<file path="config.mk">
export PLATFORM = sky130hd
export DESIGN_NAME = gregorian_date_counter_top_flat
export DESIGN_NICKNAME = d
export VERILOG_FILES = /design/src/hw/rtl/gdc_pkg.sv /design/src/hw/rtl/gdc_if.sv /design/src/hw/rtl/gregorian_date_counter_top.sv /design/src/hw/rtl/gdc_ctrl.sv /design/src/hw/rtl/gdc_datapath.sv /design/src/flat_wrapper.sv
export SDC_FILE = /design/constraint.sdc
export NUM_CORES = 1
export LEC_CHECK = 0
export BUFFER_PORTS_ARGS = -buffer_cell sky130_fd_sc_hd__buf_2
export CORE_ASPECT_RATIO = 1.2
export CORE_MARGIN = 2
export CORE_UTILIZATION = 45
export CTS_BUF_LIST = sky130_fd_sc_hd__clkbuf_4 sky130_fd_sc_hd__clkbuf_8
export DETAILED_ROUTE_END_ITERATION = 8
export GPL_ROUTABILITY_DRIVEN = 0
export GPL_TIMING_DRIVEN = 0
export MAX_ROUTING_LAYER = met4
export PLACE_DENSITY = 0.61
export SETUP_SLACK_MARGIN = 0.4
export SYNTH_ARGS = -nofsm -noshare
export SYNTH_HDL_FRONTEND = slang
export SYNTH_SLANG_ARGS = --single-unit
</file>
<file path="constraint.sdc">
create_clock -name clk -period 6.8 [get_ports clk]
set_input_delay 0.68 -clock clk [delete_from_list [all_inputs] [get_ports clk]]
set_output_delay 0.68 -clock clk [all_outputs]
set_load 0.03 [all_outputs]
</file>
<file path="src/hw/rtl/gdc_pkg.sv">
// Package for the Gregorian date counter: field widths, operation and
// compare codes, the reset date and the month-length helper.
// No dependencies; every other file of the block uses it.
package gdc_pkg;

    localparam int KIND_W  = 2;
    localparam int DAY_W   = 5;
    localparam int MONTH_W = 4;
    localparam int YEAR_W  = 16;
    localparam int ADD_W   = 16;
    localparam int ORDER_W = 2;

    localparam logic [KIND_W-1:0] KIND_SET     = 2'd0;
    localparam logic [KIND_W-1:0] KIND_ADVANCE = 2'd1;
    localparam logic [KIND_W-1:0] KIND_ADD     = 2'd2;
    localparam logic [KIND_W-1:0] KIND_COMPARE = 2'd3;

    localparam logic [ORDER_W-1:0] ORDER_EQUAL   = 2'd0;
    localparam logic [ORDER_W-1:0] ORDER_EARLIER = 2'd1;
    localparam logic [ORDER_W-1:0] ORDER_LATER   = 2'd2;

    localparam logic [DAY_W-1:0]   RESET_DAY   = 5'd1;
    localparam logic [MONTH_W-1:0] RESET_MONTH = 4'd1;
    localparam logic [YEAR_W-1:0]  BASE_YEAR   = 16'd1900;

    localparam logic [MONTH_W-1:0] JANUARY  = 4'd1;
    localparam logic [MONTH_W-1:0] FEBRUARY = 4'd2;
    localparam logic [MONTH_W-1:0] DECEMBER = 4'd12;

    // Year residues kept next to the year: year mod 100 and (year / 100) mod 4.
    localparam int MOD100_W = 7;
    localparam int CENT4_W  = 2;
    localparam logic [MOD100_W-1:0] RESET_MOD100 = 7'd0;   // 1900 mod 100
    localparam logic [CENT4_W-1:0]  RESET_CENT4  = 2'd3;   // 19 mod 4
    localparam logic [MOD100_W-1:0] LAST_MOD100  = 7'd99;
    localparam logic [MOD100_W-1:0] HUNDRED      = 7'd100;

    // year / 100 is taken as (year * 5243) >> 19, which is exact or one too
    // large for every 16-bit year; a single correction step fixes it.
    localparam int RECIP_W     = 13;
    localparam logic [RECIP_W-1:0] RECIP_100 = 13'd5243;
    localparam int RECIP_SHIFT = 19;
    localparam int PROD_W      = YEAR_W + RECIP_W;
    localparam int QUOT_W      = PROD_W - RECIP_SHIFT;

    typedef struct packed {
        logic [DAY_W-1:0]   out_day;
        logic [MONTH_W-1:0] out_month;
        logic [YEAR_W-1:0]  out_year;
        logic               ok;
        logic [ORDER_W-1:0] order;
    } res_t;

    typedef struct packed {
        logic capture;
        logic set_check;
        logic step;
        logic load_result;
    } cmd_t;

    typedef struct packed {
        logic step_done;
    } sts_t;

    function automatic logic [DAY_W-1:0] month_len(input logic [MONTH_W-1:0] m,
                                                   input logic leap);
        logic [DAY_W-1:0] len;
        if (m == FEBRUARY)
        begin
            len = leap ? 5'd29 : 5'd28;
        end
        else if (m inside {4'd4, 4'd6, 4'd9, 4'd11})
        begin
            len = 5'd30;
        end
        else
        begin
            len = 5'd31;
        end
        return len;
    endfunction

endpackage

</file>
<file path="src/hw/rtl/gdc_if.sv">
// Valid/ready channel interfaces of the Gregorian date counter.
// Depends on gdc_pkg for the field widths.
interface gdc_req_if;
    logic                          valid;
    logic                          ready;
    logic [gdc_pkg::KIND_W-1:0]    kind;
    logic [gdc_pkg::DAY_W-1:0]     in_day;
    logic [gdc_pkg::MONTH_W-1:0]   in_month;
    logic [gdc_pkg::YEAR_W-1:0]    in_year;
    logic [gdc_pkg::ADD_W-1:0]     days_to_add;

    modport source (output valid, kind, in_day, in_month, in_year, days_to_add,
                    input ready);
    modport sink (input valid, kind, in_day, in_month, in_year, days_to_add,
                  output ready);
endinterface

interface gdc_rsp_if;
    logic                          valid;
    logic                          ready;
    logic [gdc_pkg::DAY_W-1:0]     out_day;
    logic [gdc_pkg::MONTH_W-1:0]   out_month;
    logic [gdc_pkg::YEAR_W-1:0]    out_year;
    logic                          ok;
    logic [gdc_pkg::ORDER_W-1:0]   order;

    modport source (output valid, out_day, out_month, out_year, ok, order,
                    input ready);
    modport sink (input valid, out_day, out_month, out_year, ok, order,
                  output ready);
endinterface

</file>
<file path="src/hw/rtl/gregorian_date_counter_top.sv">
// Top level of the Gregorian date counter: joins the controller and the
// datapath to the request and response channels. Depends on gdc_pkg,
// gdc_if, gdc_ctrl and gdc_datapath.
//
//   channel  direction  fields
//   req      in         kind, in_day, in_month, in_year, days_to_add
//   rsp      out        out_day, out_month, out_year, ok, order
//
// One request is worked at a time. Compare goes from capture straight to the
// result state, set passes through the set check, and advance and add run the
// one-month-per-cycle step loop, one step for every month boundary crossed.
// Reset is asynchronous and restores 1 January 1900. A result waits in the
// output register; a new request is taken while it is pending, and its own
// result is held back until the register is free.
module gregorian_date_counter_top #(
    parameter int YEAR_BITS = 16,
    parameter int ADD_BITS  = 16
) (
    input  logic      clk,
    input  logic      rst_n,
    gdc_req_if.sink   req,
    gdc_rsp_if.source rsp
);

    gdc_pkg::cmd_t cmd;
    gdc_pkg::sts_t sts;
    gdc_pkg::res_t res;

    gdc_ctrl u_ctrl (
        .clk       (clk),
        .rst_n     (rst_n),
        .req_valid (req.valid),
        .req_kind  (req.kind),
        .req_ready (req.ready),
        .rsp_valid (rsp.valid),
        .rsp_ready (rsp.ready),
        .cmd       (cmd),
        .sts       (sts)
    );

    gdc_datapath #(
        .YEAR_BITS (YEAR_BITS),
        .ADD_BITS  (ADD_BITS)
    ) u_datapath (
        .clk         (clk),
        .rst_n       (rst_n),
        .kind        (req.kind),
        .in_day      (req.in_day),
        .in_month    (req.in_month),
        .in_year     (req.in_year),
        .days_to_add (req.days_to_add),
        .cmd         (cmd),
        .sts         (sts),
        .res         (res)
    );

    assign rsp.out_day   = res.out_day;
    assign rsp.out_month = res.out_month;
    assign rsp.out_year  = res.out_year;
    assign rsp.ok        = res.ok;
    assign rsp.order     = res.order;

endmodule

</file>
<file path="src/hw/rtl/gdc_ctrl.sv">
// Controller of the Gregorian date counter: sequences one request at a time
// and owns the result valid flag. Depends on gdc_pkg.
module gdc_ctrl (
    input  logic                       clk,
    input  logic                       rst_n,
    input  logic                       req_valid,
    input  logic [gdc_pkg::KIND_W-1:0] req_kind,
    output logic                       req_ready,
    output logic                       rsp_valid,
    input  logic                       rsp_ready,
    output gdc_pkg::cmd_t              cmd,
    input  gdc_pkg::sts_t              sts
);

    localparam logic [1:0] S_IDLE   = 2'd0;
    localparam logic [1:0] S_SET    = 2'd1;
    localparam logic [1:0] S_STEP   = 2'd2;
    localparam logic [1:0] S_RESULT = 2'd3;

    logic [1:0] state_reg;
    logic [1:0] state_next;
    logic       rsp_valid_reg;
    logic       rsp_valid_next;
    logic       slot_free;

    assign slot_free = !rsp_valid_reg || rsp_ready;
    assign req_ready = (state_reg == S_IDLE);
    assign rsp_valid = rsp_valid_reg;

    always_comb
    begin
        state_next = state_reg;
        cmd        = '0;
        case (state_reg)
            S_IDLE:
            begin
                if (req_valid)
                begin
                    cmd.capture = 1'b1;
                    case (req_kind)
                        gdc_pkg::KIND_SET:     state_next = S_SET;
                        gdc_pkg::KIND_ADVANCE: state_next = S_STEP;
                        gdc_pkg::KIND_ADD:     state_next = S_STEP;
                        default:               state_next = S_RESULT;
                    endcase
                end
            end
            S_SET:
            begin
                cmd.set_check = 1'b1;
                state_next    = S_RESULT;
            end
            S_STEP:
            begin
                cmd.step = 1'b1;
                if (sts.step_done)
                begin
                    state_next = S_RESULT;
                end
            end
            S_RESULT:
            begin
                // The finished result waits here until the output register is free.
                if (slot_free)
                begin
                    cmd.load_result = 1'b1;
                    state_next      = S_IDLE;
                end
            end
            default:
            begin
                state_next = S_IDLE;
            end
        endcase
    end

    always_comb
    begin
        rsp_valid_next = rsp_valid_reg;
        if (cmd.load_result)
        begin
            rsp_valid_next = 1'b1;
        end
        else if (rsp_ready)
        begin
            rsp_valid_next = 1'b0;
        end
    end

    always_ff @(posedge clk or negedge rst_n)
    begin
        if (!rst_n)
        begin
            state_reg     <= S_IDLE;
            rsp_valid_reg <= 1'b0;
        end
        else
        begin
            state_reg     <= state_next;
            rsp_valid_reg <= rsp_valid_next;
        end
    end

endmodule

</file>
<file path="src/hw/rtl/gdc_datapath.sv">
// Datapath of the Gregorian date counter: stored date with its year
// residues, the month-by-month stepping unit, set validation, compare and
// the result register. Depends on gdc_pkg.
module gdc_datapath #(
    parameter int YEAR_BITS = 16,
    parameter int ADD_BITS  = 16
) (
    input  logic                        clk,
    input  logic                        rst_n,
    input  logic [gdc_pkg::KIND_W-1:0]  kind,
    input  logic [gdc_pkg::DAY_W-1:0]   in_day,
    input  logic [gdc_pkg::MONTH_W-1:0] in_month,
    input  logic [gdc_pkg::YEAR_W-1:0]  in_year,
    input  logic [gdc_pkg::ADD_W-1:0]   days_to_add,
    input  gdc_pkg::cmd_t               cmd,
    output gdc_pkg::sts_t               sts,
    output gdc_pkg::res_t               res
);

    localparam int CW  = (YEAR_BITS > gdc_pkg::YEAR_W) ? YEAR_BITS : gdc_pkg::YEAR_W;
    localparam int NW  = (ADD_BITS < gdc_pkg::ADD_W) ? ADD_BITS : gdc_pkg::ADD_W;
    localparam int WDW = gdc_pkg::ADD_W + 1;
    localparam int QXW = gdc_pkg::YEAR_W + 1;
    localparam logic [CW-1:0] YEAR_MAX = CW'({YEAR_BITS{1'b1}});

    // Stored date.
    logic [gdc_pkg::DAY_W-1:0]    cur_day_reg,    cur_day_next;
    logic [gdc_pkg::MONTH_W-1:0]  cur_month_reg,  cur_month_next;
    logic [YEAR_BITS-1:0]         cur_year_reg,   cur_year_next;
    logic [gdc_pkg::MOD100_W-1:0] cur_mod100_reg, cur_mod100_next;
    logic [gdc_pkg::CENT4_W-1:0]  cur_cent4_reg,  cur_cent4_next;

    // Working date of the stepping unit; the day grows by the whole count.
    logic [WDW-1:0]               w_day_reg,    w_day_next;
    logic [gdc_pkg::MONTH_W-1:0]  w_month_reg,  w_month_next;
    logic [YEAR_BITS-1:0]         w_year_reg,   w_year_next;
    logic [gdc_pkg::MOD100_W-1:0] w_mod100_reg, w_mod100_next;
    logic [gdc_pkg::CENT4_W-1:0]  w_cent4_reg,  w_cent4_next;

    // Captured set fields and the year / 100 estimate.
    logic [gdc_pkg::DAY_W-1:0]    s_day_reg;
    logic [gdc_pkg::MONTH_W-1:0]  s_month_reg;
    logic [gdc_pkg::YEAR_W-1:0]   s_year_reg;
    logic [gdc_pkg::QUOT_W-1:0]   quot_reg;

    logic                         ok_reg,    ok_next;
    logic [gdc_pkg::ORDER_W-1:0]  order_reg, order_next;
    gdc_pkg::res_t                res_reg;

    logic [gdc_pkg::PROD_W-1:0]   prod;
    logic [NW-1:0]                add_n;
    logic [WDW-1:0]               step_n;
    logic [CW-1:0]                cur_year_ext;
    logic [CW-1:0]                in_year_ext;
    logic [gdc_pkg::ORDER_W-1:0]  cmp_order;

    logic [QXW-1:0]               quot_x100;
    logic [QXW:0]                 rem_diff;
    logic                         rem_neg;
    logic [gdc_pkg::MOD100_W-1:0] s_mod100;
    logic [gdc_pkg::QUOT_W-1:0]   s_quot;
    logic                         s_leap;
    logic [CW-1:0]                s_year_ext;
    logic                         s_valid;

    logic                         w_leap;
    logic [gdc_pkg::DAY_W-1:0]    w_len;
    logic                         w_more;
    logic                         w_ovf;

    // Capture-cycle logic.
    assign prod         = gdc_pkg::PROD_W'(in_year) * gdc_pkg::PROD_W'(gdc_pkg::RECIP_100);
    assign add_n        = days_to_add[NW-1:0];
    assign step_n       = (kind == gdc_pkg::KIND_ADVANCE) ? WDW'(1) : WDW'(add_n);
    assign cur_year_ext = CW'(cur_year_reg);
    assign in_year_ext  = CW'(in_year);

    always_comb
    begin
        if (cur_year_ext != in_year_ext)
        begin
            cmp_order = (cur_year_ext < in_year_ext) ? gdc_pkg::ORDER_EARLIER
                                                     : gdc_pkg::ORDER_LATER;
        end
        else if (cur_month_reg != in_month)
        begin
            cmp_order = (cur_month_reg < in_month) ? gdc_pkg::ORDER_EARLIER
                                                   : gdc_pkg::ORDER_LATER;
        end
        else if (cur_day_reg != in_day)
        begin
            cmp_order = (cur_day_reg < in_day) ? gdc_pkg::ORDER_EARLIER
                                               : gdc_pkg::ORDER_LATER;
        end
        else
        begin
            cmp_order = gdc_pkg::ORDER_EQUAL;
        end
    end

    // Set check: correct the quotient estimate, then validate the date.
    assign quot_x100 = QXW'(quot_reg) * QXW'(gdc_pkg::HUNDRED);
    assign rem_diff  = (QXW+1)'(s_year_reg) - (QXW+1)'(quot_x100);
    assign rem_neg   = rem_diff[QXW];
    assign s_mod100  = rem_neg ? (rem_diff[gdc_pkg::MOD100_W-1:0] + gdc_pkg::HUNDRED)
                               : rem_diff[gdc_pkg::MOD100_W-1:0];
    assign s_quot    = rem_neg ? (quot_reg - gdc_pkg::QUOT_W'(1)) : quot_reg;
    assign s_leap    = (s_year_reg[1:0] == 2'd0)
                       && ((s_mod100 != '0) || (s_quot[1:0] == 2'd0));
    assign s_year_ext = CW'(s_year_reg);
    assign s_valid   = (s_month_reg >= gdc_pkg::JANUARY)
                       && (s_month_reg <= gdc_pkg::DECEMBER)
                       && (s_year_ext >= CW'(gdc_pkg::BASE_YEAR))
                       && (s_year_ext <= YEAR_MAX)
                       && (s_day_reg != '0)
                       && (s_day_reg <= gdc_pkg::month_len(s_month_reg, s_leap));

    // One month per cycle.
    assign w_leap = (w_year_reg[1:0] == 2'd0)
                    && ((w_mod100_reg != '0) || (w_cent4_reg == '0));
    assign w_len  = gdc_pkg::month_len(w_month_reg, w_leap);
    assign w_more = w_day_reg > WDW'(w_len);
    assign w_ovf  = w_more && (w_month_reg == gdc_pkg::DECEMBER)
                    && (CW'(w_year_reg) == YEAR_MAX);

    assign sts.step_done = !w_more || w_ovf;

    always_comb
    begin
        cur_day_next    = cur_day_reg;
        cur_month_next  = cur_month_reg;
        cur_year_next   = cur_year_reg;
        cur_mod100_next = cur_mod100_reg;
        cur_cent4_next  = cur_cent4_reg;
        w_day_next      = w_day_reg;
        w_month_next    = w_month_reg;
        w_year_next     = w_year_reg;
        w_mod100_next   = w_mod100_reg;
        w_cent4_next    = w_cent4_reg;
        ok_next         = ok_reg;
        order_next      = order_reg;

        if (cmd.capture)
        begin
            w_day_next    = WDW'(cur_day_reg) + step_n;
            w_month_next  = cur_month_reg;
            w_year_next   = cur_year_reg;
            w_mod100_next = cur_mod100_reg;
            w_cent4_next  = cur_cent4_reg;
            ok_next       = 1'b1;
            order_next    = (kind == gdc_pkg::KIND_COMPARE) ? cmp_order
                                                            : gdc_pkg::ORDER_EQUAL;
        end

        if (cmd.set_check)
        begin
            ok_next = s_valid;
            if (s_valid)
            begin
                cur_day_next    = s_day_reg;
                cur_month_next  = s_month_reg;
                cur_year_next   = s_year_ext[YEAR_BITS-1:0];
                cur_mod100_next = s_mod100;
                cur_cent4_next  = s_quot[gdc_pkg::CENT4_W-1:0];
            end
        end

        if (cmd.step)
        begin
            if (w_ovf)
            begin
                // The stored date stays as it was.
                ok_next = 1'b0;
            end
            else if (w_more)
            begin
                w_day_next = w_day_reg - WDW'(w_len);
                if (w_month_reg == gdc_pkg::DECEMBER)
                begin
                    w_month_next = gdc_pkg::JANUARY;
                    w_year_next  = w_year_reg + YEAR_BITS'(1);
                    if (w_mod100_reg == gdc_pkg::LAST_MOD100)
                    begin
                        w_mod100_next = '0;
                        w_cent4_next  = w_cent4_reg + gdc_pkg::CENT4_W'(1);
                    end
                    else
                    begin
                        w_mod100_next = w_mod100_reg + gdc_pkg::MOD100_W'(1);
                    end
                end
                else
                begin
                    w_month_next = w_month_reg + gdc_pkg::MONTH_W'(1);
                end
            end
            else
            begin
                cur_day_next    = w_day_reg[gdc_pkg::DAY_W-1:0];
                cur_month_next  = w_month_reg;
                cur_year_next   = w_year_reg;
                cur_mod100_next = w_mod100_reg;
                cur_cent4_next  = w_cent4_reg;
            end
        end
    end

    always_ff @(posedge clk or negedge rst_n)
    begin
        if (!rst_n)
        begin
            cur_day_reg    <= gdc_pkg::RESET_DAY;
            cur_month_reg  <= gdc_pkg::RESET_MONTH;
            cur_year_reg   <= YEAR_BITS'(gdc_pkg::BASE_YEAR);
            cur_mod100_reg <= gdc_pkg::RESET_MOD100;
            cur_cent4_reg  <= gdc_pkg::RESET_CENT4;
        end
        else
        begin
            cur_day_reg    <= cur_day_next;
            cur_month_reg  <= cur_month_next;
            cur_year_reg   <= cur_year_next;
            cur_mod100_reg <= cur_mod100_next;
            cur_cent4_reg  <= cur_cent4_next;
        end
    end

    always_ff @(posedge clk)
    begin
        w_day_reg    <= w_day_next;
        w_month_reg  <= w_month_next;
        w_year_reg   <= w_year_next;
        w_mod100_reg <= w_mod100_next;
        w_cent4_reg  <= w_cent4_next;
        ok_reg       <= ok_next;
        order_reg    <= order_next;
        if (cmd.capture)
        begin
            s_day_reg   <= in_day;
            s_month_reg <= in_month;
            s_year_reg  <= in_year;
            quot_reg    <= prod[gdc_pkg::PROD_W-1:gdc_pkg::RECIP_SHIFT];
        end
        if (cmd.load_result)
        begin
            res_reg.out_day   <= cur_day_reg;
            res_reg.out_month <= cur_month_reg;
            res_reg.out_year  <= cur_year_ext[gdc_pkg::YEAR_W-1:0];
            res_reg.ok        <= ok_reg;
            res_reg.order     <= order_reg;
        end
    end

    assign res = res_reg;

endmodule

</file>
<file path="src/flat_wrapper.sv">
// flat-port wrapper written by rule: the top's interface ports become plain ports
module gregorian_date_counter_top_flat 
#(
    parameter int YEAR_BITS = 16,
    parameter int ADD_BITS  = 16
)
  (clk, rst_n, req_valid, req_kind, req_in_day, req_in_month, req_in_year, req_days_to_add, req_ready, rsp_valid, rsp_out_day, rsp_out_month, rsp_out_year, rsp_ok, rsp_order, rsp_ready);
  gdc_req_if req_i ();
  gdc_rsp_if rsp_i ();
  input  logic clk;
  input  logic rst_n;
  input wire logic [$bits(req_i.valid)-1:0] req_valid;
  input wire logic [$bits(req_i.kind)-1:0] req_kind;
  input wire logic [$bits(req_i.in_day)-1:0] req_in_day;
  input wire logic [$bits(req_i.in_month)-1:0] req_in_month;
  input wire logic [$bits(req_i.in_year)-1:0] req_in_year;
  input wire logic [$bits(req_i.days_to_add)-1:0] req_days_to_add;
  output wire logic [$bits(req_i.ready)-1:0] req_ready;
  output wire logic [$bits(rsp_i.valid)-1:0] rsp_valid;
  output wire logic [$bits(rsp_i.out_day)-1:0] rsp_out_day;
  output wire logic [$bits(rsp_i.out_month)-1:0] rsp_out_month;
  output wire logic [$bits(rsp_i.out_year)-1:0] rsp_out_year;
  output wire logic [$bits(rsp_i.ok)-1:0] rsp_ok;
  output wire logic [$bits(rsp_i.order)-1:0] rsp_order;
  input wire logic [$bits(rsp_i.ready)-1:0] rsp_ready;
  assign req_i.valid = req_valid;
  assign req_i.kind = req_kind;
  assign req_i.in_day = req_in_day;
  assign req_i.in_month = req_in_month;
  assign req_i.in_year = req_in_year;
  assign req_i.days_to_add = req_days_to_add;
  assign req_ready = req_i.ready;
  assign rsp_valid = rsp_i.valid;
  assign rsp_out_day = rsp_i.out_day;
  assign rsp_out_month = rsp_i.out_month;
  assign rsp_out_year = rsp_i.out_year;
  assign rsp_ok = rsp_i.ok;
  assign rsp_order = rsp_i.order;
  assign rsp_i.ready = rsp_ready;
  gregorian_date_counter_top #(.YEAR_BITS(YEAR_BITS), .ADD_BITS(ADD_BITS)) u_core (.clk(clk), .rst_n(rst_n), .req(req_i), .rsp(rsp_i));
endmodule
</file>
# Word-level counts from Yosys, hierarchy flattened
# Cells that the tools add are included.
# classes
addsub,9
mul,2
magnitude_cmp,9
eq_ne,25
muxes,83
reduce_logical,29
# ops
op,n
two-way mux 16 bit,11
two-way mux 7 bit,12
two-way mux 17 bit,4
two-way mux 2 bit,23
two-way mux 4 bit,10
"multiplier 16 x 13 -> 29 bit, second input constant",1
two-way mux 5 bit,5
"equality test 4 bit, second input constant",5
subtractor 16 x 17 -> 18 bit,1
adder 5 x 16 -> 17 bit,1
greater-than comparator 17 x 5 -> 1 bit,1
subtractor 17 x 5 -> 17 bit,1
"adder 16 x 1 -> 16 bit, second input constant",1
"equality test 16 bit, second input constant",1
"equality test 4 x 3 -> 1 bit, second input constant",4
"greater-or-equal comparator 16 x 11 -> 1 bit, second input constant",1
"less-or-equal comparator 16 bit, second input constant",1
< comparator 16 bit,1
two-way mux 1 bit,16
inequality test 16 bit,1
"multiplier 10 x 5 -> 15 bit, second input constant",1
nonzero test 7 bit,2
logical NOT 2 bit,6
logical AND 1 bit,9
other kinds (27),38
# totals
register_bits,149
input_bits,47
out_inout_bits,30

# Longest topological paths before layout
# Gate-level depths: netlist (run 1).
# logic_depth
depth_word,16
depth_mapped,30
ltp_nobuf,28

# Hierarchy
# A second synthesis (run 1) with hierarchy kept.
# unflattened
hier_cells,1359
area_unflattened_um2,13188.9
# by_module_without_submodules
module,n_inst,cells_per_inst,area_per_inst_um2,seq_area_each_um2
gdc_datapath,1,1331,12913.6,3757.4
gdc_ctrl,1,28,275.3,75.1

# Least setup slack after synthesis (run 1)
# No wires, ideal clock.
# synth_path
path_type,reg2reg
from,register u_core.u_datapath.quot_reg[2] in the netlist's numbering
to,register u_core.u_datapath.cur_mod100_reg[3] in the netlist's numbering
setup_ps,121
arrival_ps,5627
t_required_ps,6679
setup_slack_ps,1052
path_stages_with_launch,29
path_cell_list,edfxtp_1 -> ha_1 -> ha_1 -> fa_1 -> ha_1 -> a21oi_1 -> o21bai_1 -> a21oi_1 -> o21bai_1 -> a21oi_1 -> nor3_1 -> a311oi_1 -> ha_1 -> nand4_1 -> nor3_1 -> o31a_1 -> or2_0 -> clkbuf_1 -> nand2_1 -> o311ai_0 -> a31oi_1 -> ha_1 -> a21oi_1 -> o21ai_0 -> nand4_1 -> inv_1 -> clkbuf_1 -> o21a_1 -> a22o_1
# synth_between
elab_chain_len,16
# synth_lines
item,line,source
from (decl),gdc_datapath.sv:44,logic [gdc_pkg::QUOT_W-1:0] quot_reg;
from (signal assigned),gdc_datapath.sv:242,quot_reg <= prod[gdc_pkg::PROD_W-1:gdc_pkg::RECIP_SHIFT];
multiplier 10 x 5 -> 15 bit (*),gdc_datapath.sv:102,assign quot_x100 = QXW'(quot_reg) * QXW'(gdc_pkg::HUNDRED);
subtractor 16 x 17 -> 18 bit (*),gdc_datapath.sv:103,assign rem_diff = (QXW+1)'(s_year_reg) - (QXW+1)'(quot_x100);
adder 7 bit,gdc_datapath.sv:105,assign s_mod100 = rem_neg ? (rem_diff[gdc_pkg::MOD100_W-1:0] + gdc_pkg::HUNDRED)
two-way mux 7 bit,gdc_datapath.sv:105,
nonzero test 7 bit,gdc_datapath.sv:109,&& ((s_mod100 != '0) || (s_quot[1:0] == 2'd0));
logical OR 1 bit,gdc_datapath.sv:109,
logical AND 1 bit,gdc_datapath.sv:109,
two-way mux 1 bit,gdc_pkg.sv:70,len = leap ? 5'd29 : 5'd28;
two-way mux 2 bit,gdc_pkg.sv:68,if (m == FEBRUARY)
less-or-equal comparator 5 bit,gdc_datapath.sv:116,"&& (s_day_reg <= gdc_pkg::month_len(s_month_reg, s_leap));"
logical AND 1 bit,gdc_datapath.sv:116,
two-way mux 7 bit (*),gdc_datapath.sv:158,if (s_valid)
two-way mux 7 bit (*),gdc_datapath.sv:155,if (cmd.set_check)
two-way mux 7 bit,gdc_datapath.sv:175,else if (w_more)
two-way mux 7 bit,gdc_datapath.sv:170,if (w_ovf)
two-way mux 7 bit (*),gdc_datapath.sv:168,if (cmd.step)
"net u_core.u_datapath.cur_mod100_next, one bit",gdc_datapath.sv:30,"logic [gdc_pkg::MOD100_W-1:0] cur_mod100_reg, cur_mod100_next;"
to (signal assigned),gdc_datapath.sv:215,cur_mod100_reg <= gdc_pkg::RESET_MOD100;
to (signal assigned),gdc_datapath.sv:223,cur_mod100_reg <= cur_mod100_next;
to (decl),gdc_datapath.sv:30,
# The timed path passes the listed nets; every way through them passes the cells marked *.
# A chain may end at the register's enable or synchronous reset.

# Worst setup path in the final report (run 1)
# layout_path
from,register u_core.u_datapath.quot_reg[1] in the netlist's numbering
to,register u_core.u_datapath.cur_year_reg[4] (netlist: u_core.u_datapath.cur_year_ext[4])
# layout_between
elab_chain_len,16
# layout_lines
item,line,source
multiplier 10 x 5 -> 15 bit,gdc_datapath.sv:102,
subtractor 16 x 17 -> 18 bit,gdc_datapath.sv:103,
adder 7 bit,gdc_datapath.sv:105,
two-way mux 7 bit,gdc_datapath.sv:105,
nonzero test 7 bit,gdc_datapath.sv:109,
logical OR 1 bit (*),gdc_datapath.sv:109,
logical AND 1 bit (*),gdc_datapath.sv:109,
two-way mux 1 bit (*),gdc_pkg.sv:70,
two-way mux 2 bit (*),gdc_pkg.sv:68,
less-or-equal comparator 5 bit (*),gdc_datapath.sv:116,
logical AND 1 bit (*),gdc_datapath.sv:116,
two-way mux 16 bit (*),gdc_datapath.sv:158,
two-way mux 16 bit (*),gdc_datapath.sv:155,
two-way mux 16 bit,gdc_datapath.sv:175,
two-way mux 16 bit,gdc_datapath.sv:170,
two-way mux 16 bit (*),gdc_datapath.sv:168,
net u_core.u_datapath.cur_year_next[4],gdc_datapath.sv:29,"logic [YEAR_BITS-1:0] cur_year_reg, cur_year_next;"
to (signal assigned),gdc_datapath.sv:214,cur_year_reg <= YEAR_BITS'(gdc_pkg::BASE_YEAR);
to (signal assigned),gdc_datapath.sv:222,cur_year_reg <= cur_year_next;
to (decl),gdc_datapath.sv:29,
# Marks and branches as above.

==> results of run 1 <==
## power breakdown
part / internal (mW) / switching [mW] / total, mW
logic: 1.95 / 2.66 / 4.61
clock network: 0.382 / 0.359 / 0.740
registers: 1.41 / 0.363 / 1.77
total: 3.74 / 3.38 / 7.12
## per-layer routing
layer / global-route usage [%] / up-vias / wire length, um / part of all wire (%)
li1: - / 4903 / - / -
met2: 40.8 / 232 / 16900 / 53
met3: 2.38 / 36 / 1060 / 3.3
met4: 5.93 / 0 / 620 / 1.9
met1: 26.7 / 4845 / 13400 / 42
met5: - / - / 0 / 0
## path summary, 6_finish.rpt
path	from	end	slack, ns
min in group clk	u_core.u_datapath.order_reg[0]$_SDFFCE_PP0P_	u_core.u_datapath.res[0]$_DFFE_PP_	0.43
hold reg to reg	u_core.u_datapath.order_reg[0]$_SDFFCE_PP0P_	u_core.u_datapath.res[0]$_DFFE_PP_	0.43
setup / recovery	u_core.u_datapath.quot_reg[1]$_DFFE_PP_	u_core.u_datapath.cur_year_ext[4]$_DFF_PN0_	0.70
hold / removal	rst_n	u_core.u_datapath.cur_mod100_reg[6]$_DFF_PN0_	0.36
max in group asynchronous	rst_n	u_core.u_ctrl.rsp_valid$_DFFE_PN0P_	5.82
setup reg to reg	u_core.u_datapath.quot_reg[1]$_DFFE_PP_	u_core.u_datapath.cur_year_ext[4]$_DFF_PN0_	0.70
## final cells by class
type / instances / area, um2
tap: 379 / 474
clock inverter: 12 / 155
buffer: 31 / 176
inverter: 198 / 743
fill: 2727 / 13800
sequential: 149 / 3830
timing repair buffer: 82 / 443
clock buffer: 20 / 263
multi-input combinational: 971 / 8140
## what timing repair did
item	in CTS	in global routing
pin swaps	2	4
resized for setup	17	11
endpoints found under the hold margin	0	0
endpoints found under the setup margin	35	35
gates cloned	0	0
buffers inserted	3	1
## cells by family (layout without fill, tap and decap cells)
group                      Yosys count  count (layout)  share of synthesized area (%)
AOI/OAI and AO/OA                  269             269                           13.4
xor gates and xnor gates            34              34                           2.32
adders and majority gates          287             287                           32.9
buffers and inverters              229             343                           7.00
DFF                                149             149                           29.9
muxes                                5               5                          0.400
and+or+nand+nor                    376             376                           14.2
## cell usage in the layout, fill, tap and decap left out, types with 20 or more instances in the layout
| master | Yosys | layout |
|---|---|---|
| fa_1 | 83 | 83 |
| o21ai_0 | 56 | 55 |
| nand3_1 | 31 | 31 |
| nor2_1 | 96 | 95 |
| ha_1 | 204 | 204 |
| buf_2 | 5 | 82 |
| dfrtp_1 | 26 | 26 |
| dfxtp_1 | 47 | 47 |
| xnor2_1 | 20 | 20 |
| a31oi_1 | 34 | 32 |
| edfxtp_1 | 65 | 65 |
| nor3_1 | 27 | 27 |
| inv_1 | 198 | 197 |
| nand2_1 | 116 | 115 |
| a21oi_1 | 69 | 66 |
## stage by stage
stage,area [um2],worst slack (ns)
floorplan,12800,1.05
global placement,13700,-0.501
detailed placement,13700,-0.551
CTS,14200,0.411
global route,14200,0.365
finish,14200,0.702
==> metrics.txt, run 1 <==
# TYPE chip_impl_metric gauge
chip_impl_info{name="outcome",value="finished clean"} 1
chip_impl_metric{name="grt.total_usage",unit="%"} 22.6
chip_impl_metric{name="seq_area_frac_synth",unit="%"} 29.9
chip_impl_metric{name="worst_slew_margin",unit="%"} 35.7
chip_impl_metric{name="gr-total-overflow",unit=""} 0
chip_impl_metric{name="netlist_area",unit="mm2"} 0.0128
chip_impl_metric{name="worst-path-stages",unit=""} 29
chip_impl_metric{name="max-clock-path-buffers",unit=""} 2
chip_impl_info{name="tritoncts",value="built"} 1
chip_impl_metric{name="nets",unit=""} 1784
chip_impl_metric{name="coreArea",unit="mm2"} 0.0280
chip_impl_metric{name="post-route-util",unit="%"} 50.8
chip_impl_metric{name="grt_pass1_wl",unit="mm"} 50.7
chip_impl_metric{name="cts_max_level",unit=""} 4
chip_impl_info{name="critPathMostFrequentCell",value="ha_1"} 1
chip_impl_metric{name="ys.warnings.count",unit=""} 0
chip_impl_metric{name="worstPathBufferInverterCount",unit=""} 3
chip_impl_metric{name="cpPeakStageDelay",unit="ns"} 0.43
chip_impl_info{name="synth.top_cells.by_count",value="ha_1 (204), inv_1 (198), nand2_1 (116)"} 1
chip_impl_metric{name="avgRoutedWirePerCell",unit="um"} 17.4
chip_impl_metric{name="average_vias_per_placed_instance",unit=""} 5.44
chip_impl_metric{name="design.portCount",unit=""} 77
chip_impl_metric{name="synth-edff-count",unit=""} 65
chip_impl_metric{name="final_max_slew_viol_count",unit=""} 0
chip_impl_metric{name="critical_path.max_fanout",unit=""} 10
chip_impl_metric{name="final_period_minus_worst_setup_slack",unit="ns"} 6.10
chip_impl_metric{name="die-area",unit="mm2"} 0.0299
chip_impl_metric{name="grt_antenna_before_repair",unit=""} 0
chip_impl_metric{name="post_synth.cell_area_avg",unit="um2"} 9.50
chip_impl_metric{name="drt-total-wl",unit="mm"} 32.0
chip_impl_metric{name="final.setup_skew",unit="ns"} 0.0179
chip_impl_metric{name="cts_hold_buf",unit=""} 0
chip_impl_info{name="synth.top_cells.by_area",value="ha_1 (20%), edfxtp_1 (15%), fa_1 (13%), dfxtp_1 (7.3%), inv_1 (5.8%)"} 1
chip_impl_metric{name="syn_to_final_growth",unit="%"} 11.0
chip_impl_metric{name="drc",unit=""} 0
chip_impl_metric{name="final_layout_size_suffix_gt1_share",unit="%"} 11.6
chip_impl_metric{name="cap_violations",unit=""} 0
chip_impl_metric{name="worst_ep_required_time",unit="ns"} 7.18
chip_impl_metric{name="die_w",unit="um"} 158
chip_impl_metric{name="grt_start_max_net_pins",unit=""} 38
chip_impl_info{name="critical_path.slowest_cell",value="edfxtp_1"} 1
chip_impl_metric{name="timing.critical_path.arrival",unit="ns"} 6.48
chip_impl_metric{name="syn_inst",unit=""} 1349
chip_impl_metric{name="reg2reg_depth",unit=""} 29
chip_impl_metric{name="largest_register_ff_count",unit=""} 28
chip_impl_metric{name="worst_pin_slew",unit="ns"} 0.964
chip_impl_metric{name="dp_hpwl",unit="mm"} 25.6
chip_impl_metric{name="netlist.area_leader.share",unit="%"} 19.9
chip_impl_metric{name="drt-pass1-iter-count",unit=""} 6
chip_impl_metric{name="post_synth_num_cell_types",unit=""} 76
chip_impl_metric{name="p_total",unit="mW"} 7.12
chip_impl_metric{name="static-leakage-power",unit="nW"} 6.65
chip_impl_metric{name="yosys_register_bits",unit=""} 149
chip_impl_info{name="most_frequently_used_cell_type_in_the_post_synthesis_netlist",value="ha_1"} 1
chip_impl_metric{name="power.density_cell_area",unit="mW/mm2"} 501
chip_impl_metric{name="layout.cells.non_filler",unit=""} 1842
chip_impl_metric{name="async_reset_ff_share",unit="%"} 24.8
chip_impl_metric{name="detailedRoute.firstIterationViolations",unit=""} 555
chip_impl_metric{name="total_via_count_after_detailed_routing",unit=""} 10000
chip_impl_metric{name="insertedDiodeCount",unit=""} 0
chip_impl_metric{name="numClockSinks",unit=""} 149
chip_impl_info{name="critical_path.top_delay_family",value="compound AO/OA/AOI/OAI gates"} 1
chip_impl_metric{name="mappedNetlistNets",unit=""} 1683
chip_impl_metric{name="floorplan.initialDensity",unit="%"} 45.8
chip_impl_metric{name="worst_skew_pair.late_latency",unit="ns"} 0.46
chip_impl_metric{name="max_freq",unit="MHz"} 164
chip_impl_info{name="crit_path_start_kind",value="flop"} 1
chip_impl_metric{name="hold-worst-slack",unit="ns"} 0.358
chip_impl_info{name="cts-root-buf",value="clkbuf_8"} 1
chip_impl_metric{name="antenna_left",unit=""} 0
chip_impl_info{name="hold_class",value="in -> async"} 1
chip_impl_metric{name="instance_count_after_placement_with_tap_cells_included",unit=""} 1806
chip_impl_info{name="synth_flop_cell",value="edfxtp_1"} 1
chip_impl_metric{name="dieHeight",unit="um"} 189
chip_impl_metric{name="ir_drop",unit="mV"} 0.243
chip_impl_metric{name="setup_viol",unit=""} 0
chip_impl_info{name="critPathCaptureType",value="flop"} 1
chip_impl_metric{name="cts.reportedPaths.clkPinSlew",unit="ns"} 0.10
chip_impl_metric{name="portBuffers",unit=""} 76
chip_impl_metric{name="timing_hold_violations_final",unit=""} 0
chip_impl_info{name="worstSetupPathType",value="reg -> reg"} 1
chip_impl_metric{name="final.setup.tns",unit="ns"} 0
chip_impl_metric{name="num_rows",unit=""} 67
chip_impl_info{name="synth.largest_area_cell",value="ha_1"} 1
chip_impl_metric{name="cts-buffers-inserted",unit=""} 17
chip_impl_info{name="rsz0062_at_grt",value="no"} 1
chip_impl_metric{name="number_of_global_route_vias_before_repair",unit=""} 9909
chip_impl_metric{name="fin_crit_sh",unit="%"} 89.7
No activity file was read; power rests on OpenSTA's default activity.
==> inputs of run 2 (changes only) <==
BUFFER_PORTS_ARGS = -buffer_cell sky130_fd_sc_hd__clkbuf_2   (was -buffer_cell sky130_fd_sc_hd__buf_2)
REMOVE_ABC_BUFFERS = 1   (was unset)
==> metrics.txt, run 2 (synthesis gave the netlist of run 1 again) <==
# TYPE chip_impl_metric gauge
chip_impl_metric{name="coreArea",unit="mm2"} 0.0280
chip_impl_info{name="worstReg2RegStart",value="u_core.u_datapath.quot_reg[2]$_DFFE_PP_"} 1
chip_impl_metric{name="die_w",unit="um"} 158
chip_impl_metric{name="preCtsSetupSlack",unit="ns"} -1.03
chip_impl_metric{name="reg2reg_depth",unit=""} 28
chip_impl_metric{name="drt-pass1-iter-count",unit=""} 5
chip_impl_metric{name="die-area",unit="mm2"} 0.0299
chip_impl_info{name="worstSetupEndpoint",value="u_core.u_datapath.cur_mod100_reg[3]$_DFF_PN0_"} 1
chip_impl_metric{name="cts.reportedPaths.clkPinSlew",unit="ns"} 0.09
chip_impl_info{name="final_common_cell",value="ha_1"} 1
chip_impl_metric{name="worst_slew_margin",unit="%"} 17.8
chip_impl_metric{name="max_freq",unit="MHz"} 168
chip_impl_metric{name="dp_hpwl",unit="mm"} 23.9
chip_impl_metric{name="fillerInstances",unit=""} 2690
chip_impl_metric{name="grt_antenna_before_repair",unit=""} 0
chip_impl_metric{name="avgRoutedWirePerCell",unit="um"} 16.7
chip_impl_metric{name="final_max_slew_viol_count",unit=""} 0
chip_impl_metric{name="cpPeakStageDelay",unit="ns"} 0.46
chip_impl_metric{name="reg_to_reg_slack_setup",unit="ns"} 0.84
chip_impl_metric{name="max-clock-path-buffers",unit=""} 2
chip_impl_metric{name="cts_hold_buf",unit=""} 0
chip_impl_metric{name="final_area",unit="mm2"} 0.0142
chip_impl_metric{name="grt.total_usage",unit="%"} 21.9
chip_impl_info{name="tritoncts",value="built"} 1
chip_impl_metric{name="largest_register_ff_count",unit=""} 28
chip_impl_info{name="layout_common_cells",value="ha_1 (204), inv_1 (196), nand2_1 (114)"} 1
chip_impl_metric{name="fin_crit_sh",unit="%"} 87.7
chip_impl_metric{name="dieHeight",unit="um"} 189
chip_impl_metric{name="worst_slack",unit="ns"} 0.835
chip_impl_metric{name="p_total",unit="mW"} 7.13
chip_impl_info{name="critical_path.slowest_cell",value="fa_1"} 1
chip_impl_metric{name="cts_max_level",unit=""} 4
chip_impl_info{name="hold_class",value="in -> async"} 1
chip_impl_metric{name="design.portCount",unit=""} 77
chip_impl_metric{name="static-leakage-power",unit="nW"} 6.63
chip_impl_metric{name="grt_pass1_wl",unit="mm"} 49.8
chip_impl_metric{name="worst_skew_pair.late_latency",unit="ns"} 0.45
chip_impl_metric{name="final_period_minus_worst_setup_slack",unit="ns"} 5.96
chip_impl_metric{name="placed_cell_area",unit="mm2"} 0.0136
chip_impl_metric{name="final_layout_size_suffix_gt1_share",unit="%"} 11.6
chip_impl_metric{name="numClockSinks",unit=""} 149
chip_impl_metric{name="insertedDiodeCount",unit=""} 0
chip_impl_metric{name="critical_path.max_fanout",unit=""} 12
chip_impl_metric{name="num_rows",unit=""} 67
chip_impl_info{name="crit_path_start_kind",value="flop"} 1
chip_impl_metric{name="syn_to_final_growth",unit="%"} 10.8
chip_impl_info{name="worstReg2RegEnd",value="u_core.u_datapath.cur_mod100_reg[3]$_DFF_PN0_"} 1
chip_impl_info{name="worstSetupPathType",value="reg -> reg"} 1
chip_impl_metric{name="setup_viol",unit=""} 0
chip_impl_info{name="cts-root-buf",value="clkbuf_8"} 1
chip_impl_metric{name="number_of_global_route_vias_before_repair",unit=""} 9810
chip_impl_metric{name="timing_hold_violations_final",unit=""} 0
chip_impl_metric{name="floorplan.initialDensity",unit="%"} 45.8
chip_impl_info{name="setup.worst_path.start",value="u_core.u_datapath.quot_reg[2]$_DFFE_PP_"} 1
chip_impl_info{name="critPathMostFrequentCell",value="ha_1"} 1
chip_impl_metric{name="worst_pin_slew",unit="ns"} 1.23
chip_impl_metric{name="portBuffers",unit=""} 76
chip_impl_info{name="outcome",value="finished clean"} 1
chip_impl_metric{name="final.setup_skew",unit="ns"} 0.0162
chip_impl_metric{name="antenna_left",unit=""} 0
chip_impl_metric{name="cap_violations",unit=""} 0
chip_impl_metric{name="average_vias_per_placed_instance",unit=""} 5.39
chip_impl_info{name="critPathCaptureType",value="flop"} 1
chip_impl_metric{name="drt-total-wl",unit="mm"} 30.4
chip_impl_metric{name="grt_start_max_net_pins",unit=""} 38
chip_impl_metric{name="cts-buffers-inserted",unit=""} 17
chip_impl_info{name="rsz0062_at_grt",value="yes"} 1
chip_impl_metric{name="power.density_cell_area",unit="mW/mm2"} 502
chip_impl_metric{name="hold-worst-slack",unit="ns"} 0.410
chip_impl_metric{name="ir_drop",unit="mV"} 0.298
chip_impl_metric{name="drc",unit=""} 0
chip_impl_metric{name="nets",unit=""} 1766
chip_impl_metric{name="worst_ep_required_time",unit="ns"} 7.14
chip_impl_metric{name="total_via_count_after_detailed_routing",unit=""} 9839
chip_impl_metric{name="timing.critical_path.arrival",unit="ns"} 6.31
chip_impl_metric{name="gr-total-overflow",unit=""} 0
chip_impl_metric{name="detailedRoute.firstIterationViolations",unit=""} 425
-- run 2: changes by cell type in the layout (fill, tap and decap cells not counted), moves of 2 or more --
cell        before  now
buf_2           82    0
clkbuf_2         4   76
clkbuf_1        12    0
buf_4            7   12
clkbuf_4         5    0
buf_12           0    4
clkinvlp_4       1    4
inv_6            1    4
a31oi_2          2    0
buf_6            2    0
clkinv_4         4    2
-- run 2: how the worst min path moves through the flow --
| stage | start | end | slack, ns |
|---|---|---|---|
| detailed placement | u_core.u_datapath.order_reg[1]$_SDFFCE_PP0P_ | u_core.u_datapath.res[1]$_DFFE_PP_ | 0.41 |
| global placement | u_core.u_datapath.order_reg[1]$_SDFFCE_PP0P_ | u_core.u_datapath.res[1]$_DFFE_PP_ | 0.42 |
| global route | req_in_day[0] | u_core.u_datapath.s_day_reg[0]$_DFFE_PP_ | 0.39 |
| finish | rst_n | u_core.u_datapath.cur_mod100_reg[6]$_DFF_PN0_ | 0.41 |
| CTS | req_in_day[0] | u_core.u_datapath.s_day_reg[0]$_DFFE_PP_ | 0.39 |
| floorplan | rst_n | u_core.u_ctrl.rsp_valid$_DFFE_PN0P_ | 0.38 |
-- run 2: repair_timing --
action / CTS / global route
cloned: 1 / 0
setup endpoints to repair: 35 / 35
pin swaps: 2 / 2
gates resized for setup: 7 / 12
buffers inserted: 12 / 2
-- run 2: power breakdown --
group | switching, mW | leakage, nW | internal, mW | total [mW]
sequential | 0.369 | 1.43 | 1.41 | 1.78
combinational | 2.66 | 4.99 | 1.97 | 4.63
clock | 0.359 | 0.203 | 0.365 | 0.725
-- run 2: cell type report --
class                      count  area [um2]  share of cell area (%)
multi-input combinational    971        8160                    57.4
tap                          379         474                    3.34
clock buffer                  17         234                    1.65
timing repair buffer          94         581                    4.09
sequential                   149        3830                    27.0
clock inverter                15         176                    1.24
timing repair inverter         1        7.51                  0.0528
inverter                     198         747                    5.26
-- run 2: worst max-delay path, delay by kind of cell, from the launching register on --
family | cells | cell delay, ns
and+or+nand+nor | 6 | 0.86
buffers and inverters | 3 | 0.38
DFF | 1 | 0.43
AOI/OAI and AO/OA | 12 | 2.02
adders and majority gates | 6 | 1.98
xor gates and xnor gates | 1 | 0.17
-- run 2: layer usage --
metal / wire (um) / vias to the layer above / global-route usage, %
met5: 0 / - / -
met4: 872 / 0 / 6.90
met2: 15600 / 181 / 38.5
met1: 13000 / 4733 / 26.4
met3: 891 / 58 / 2.20
li1: - / 4867 / -
-- run 2: through the flow --
stage,setup TNS [ns],cells,util [%]
after floorplan,0,1318,-
after global placement,-72.35,1773,48.3
after detailed placement,-26.75,1777,48.5
after CTS,0,1822,50.5
after global routing,0,1824,50.7
final,0,1824,50.7
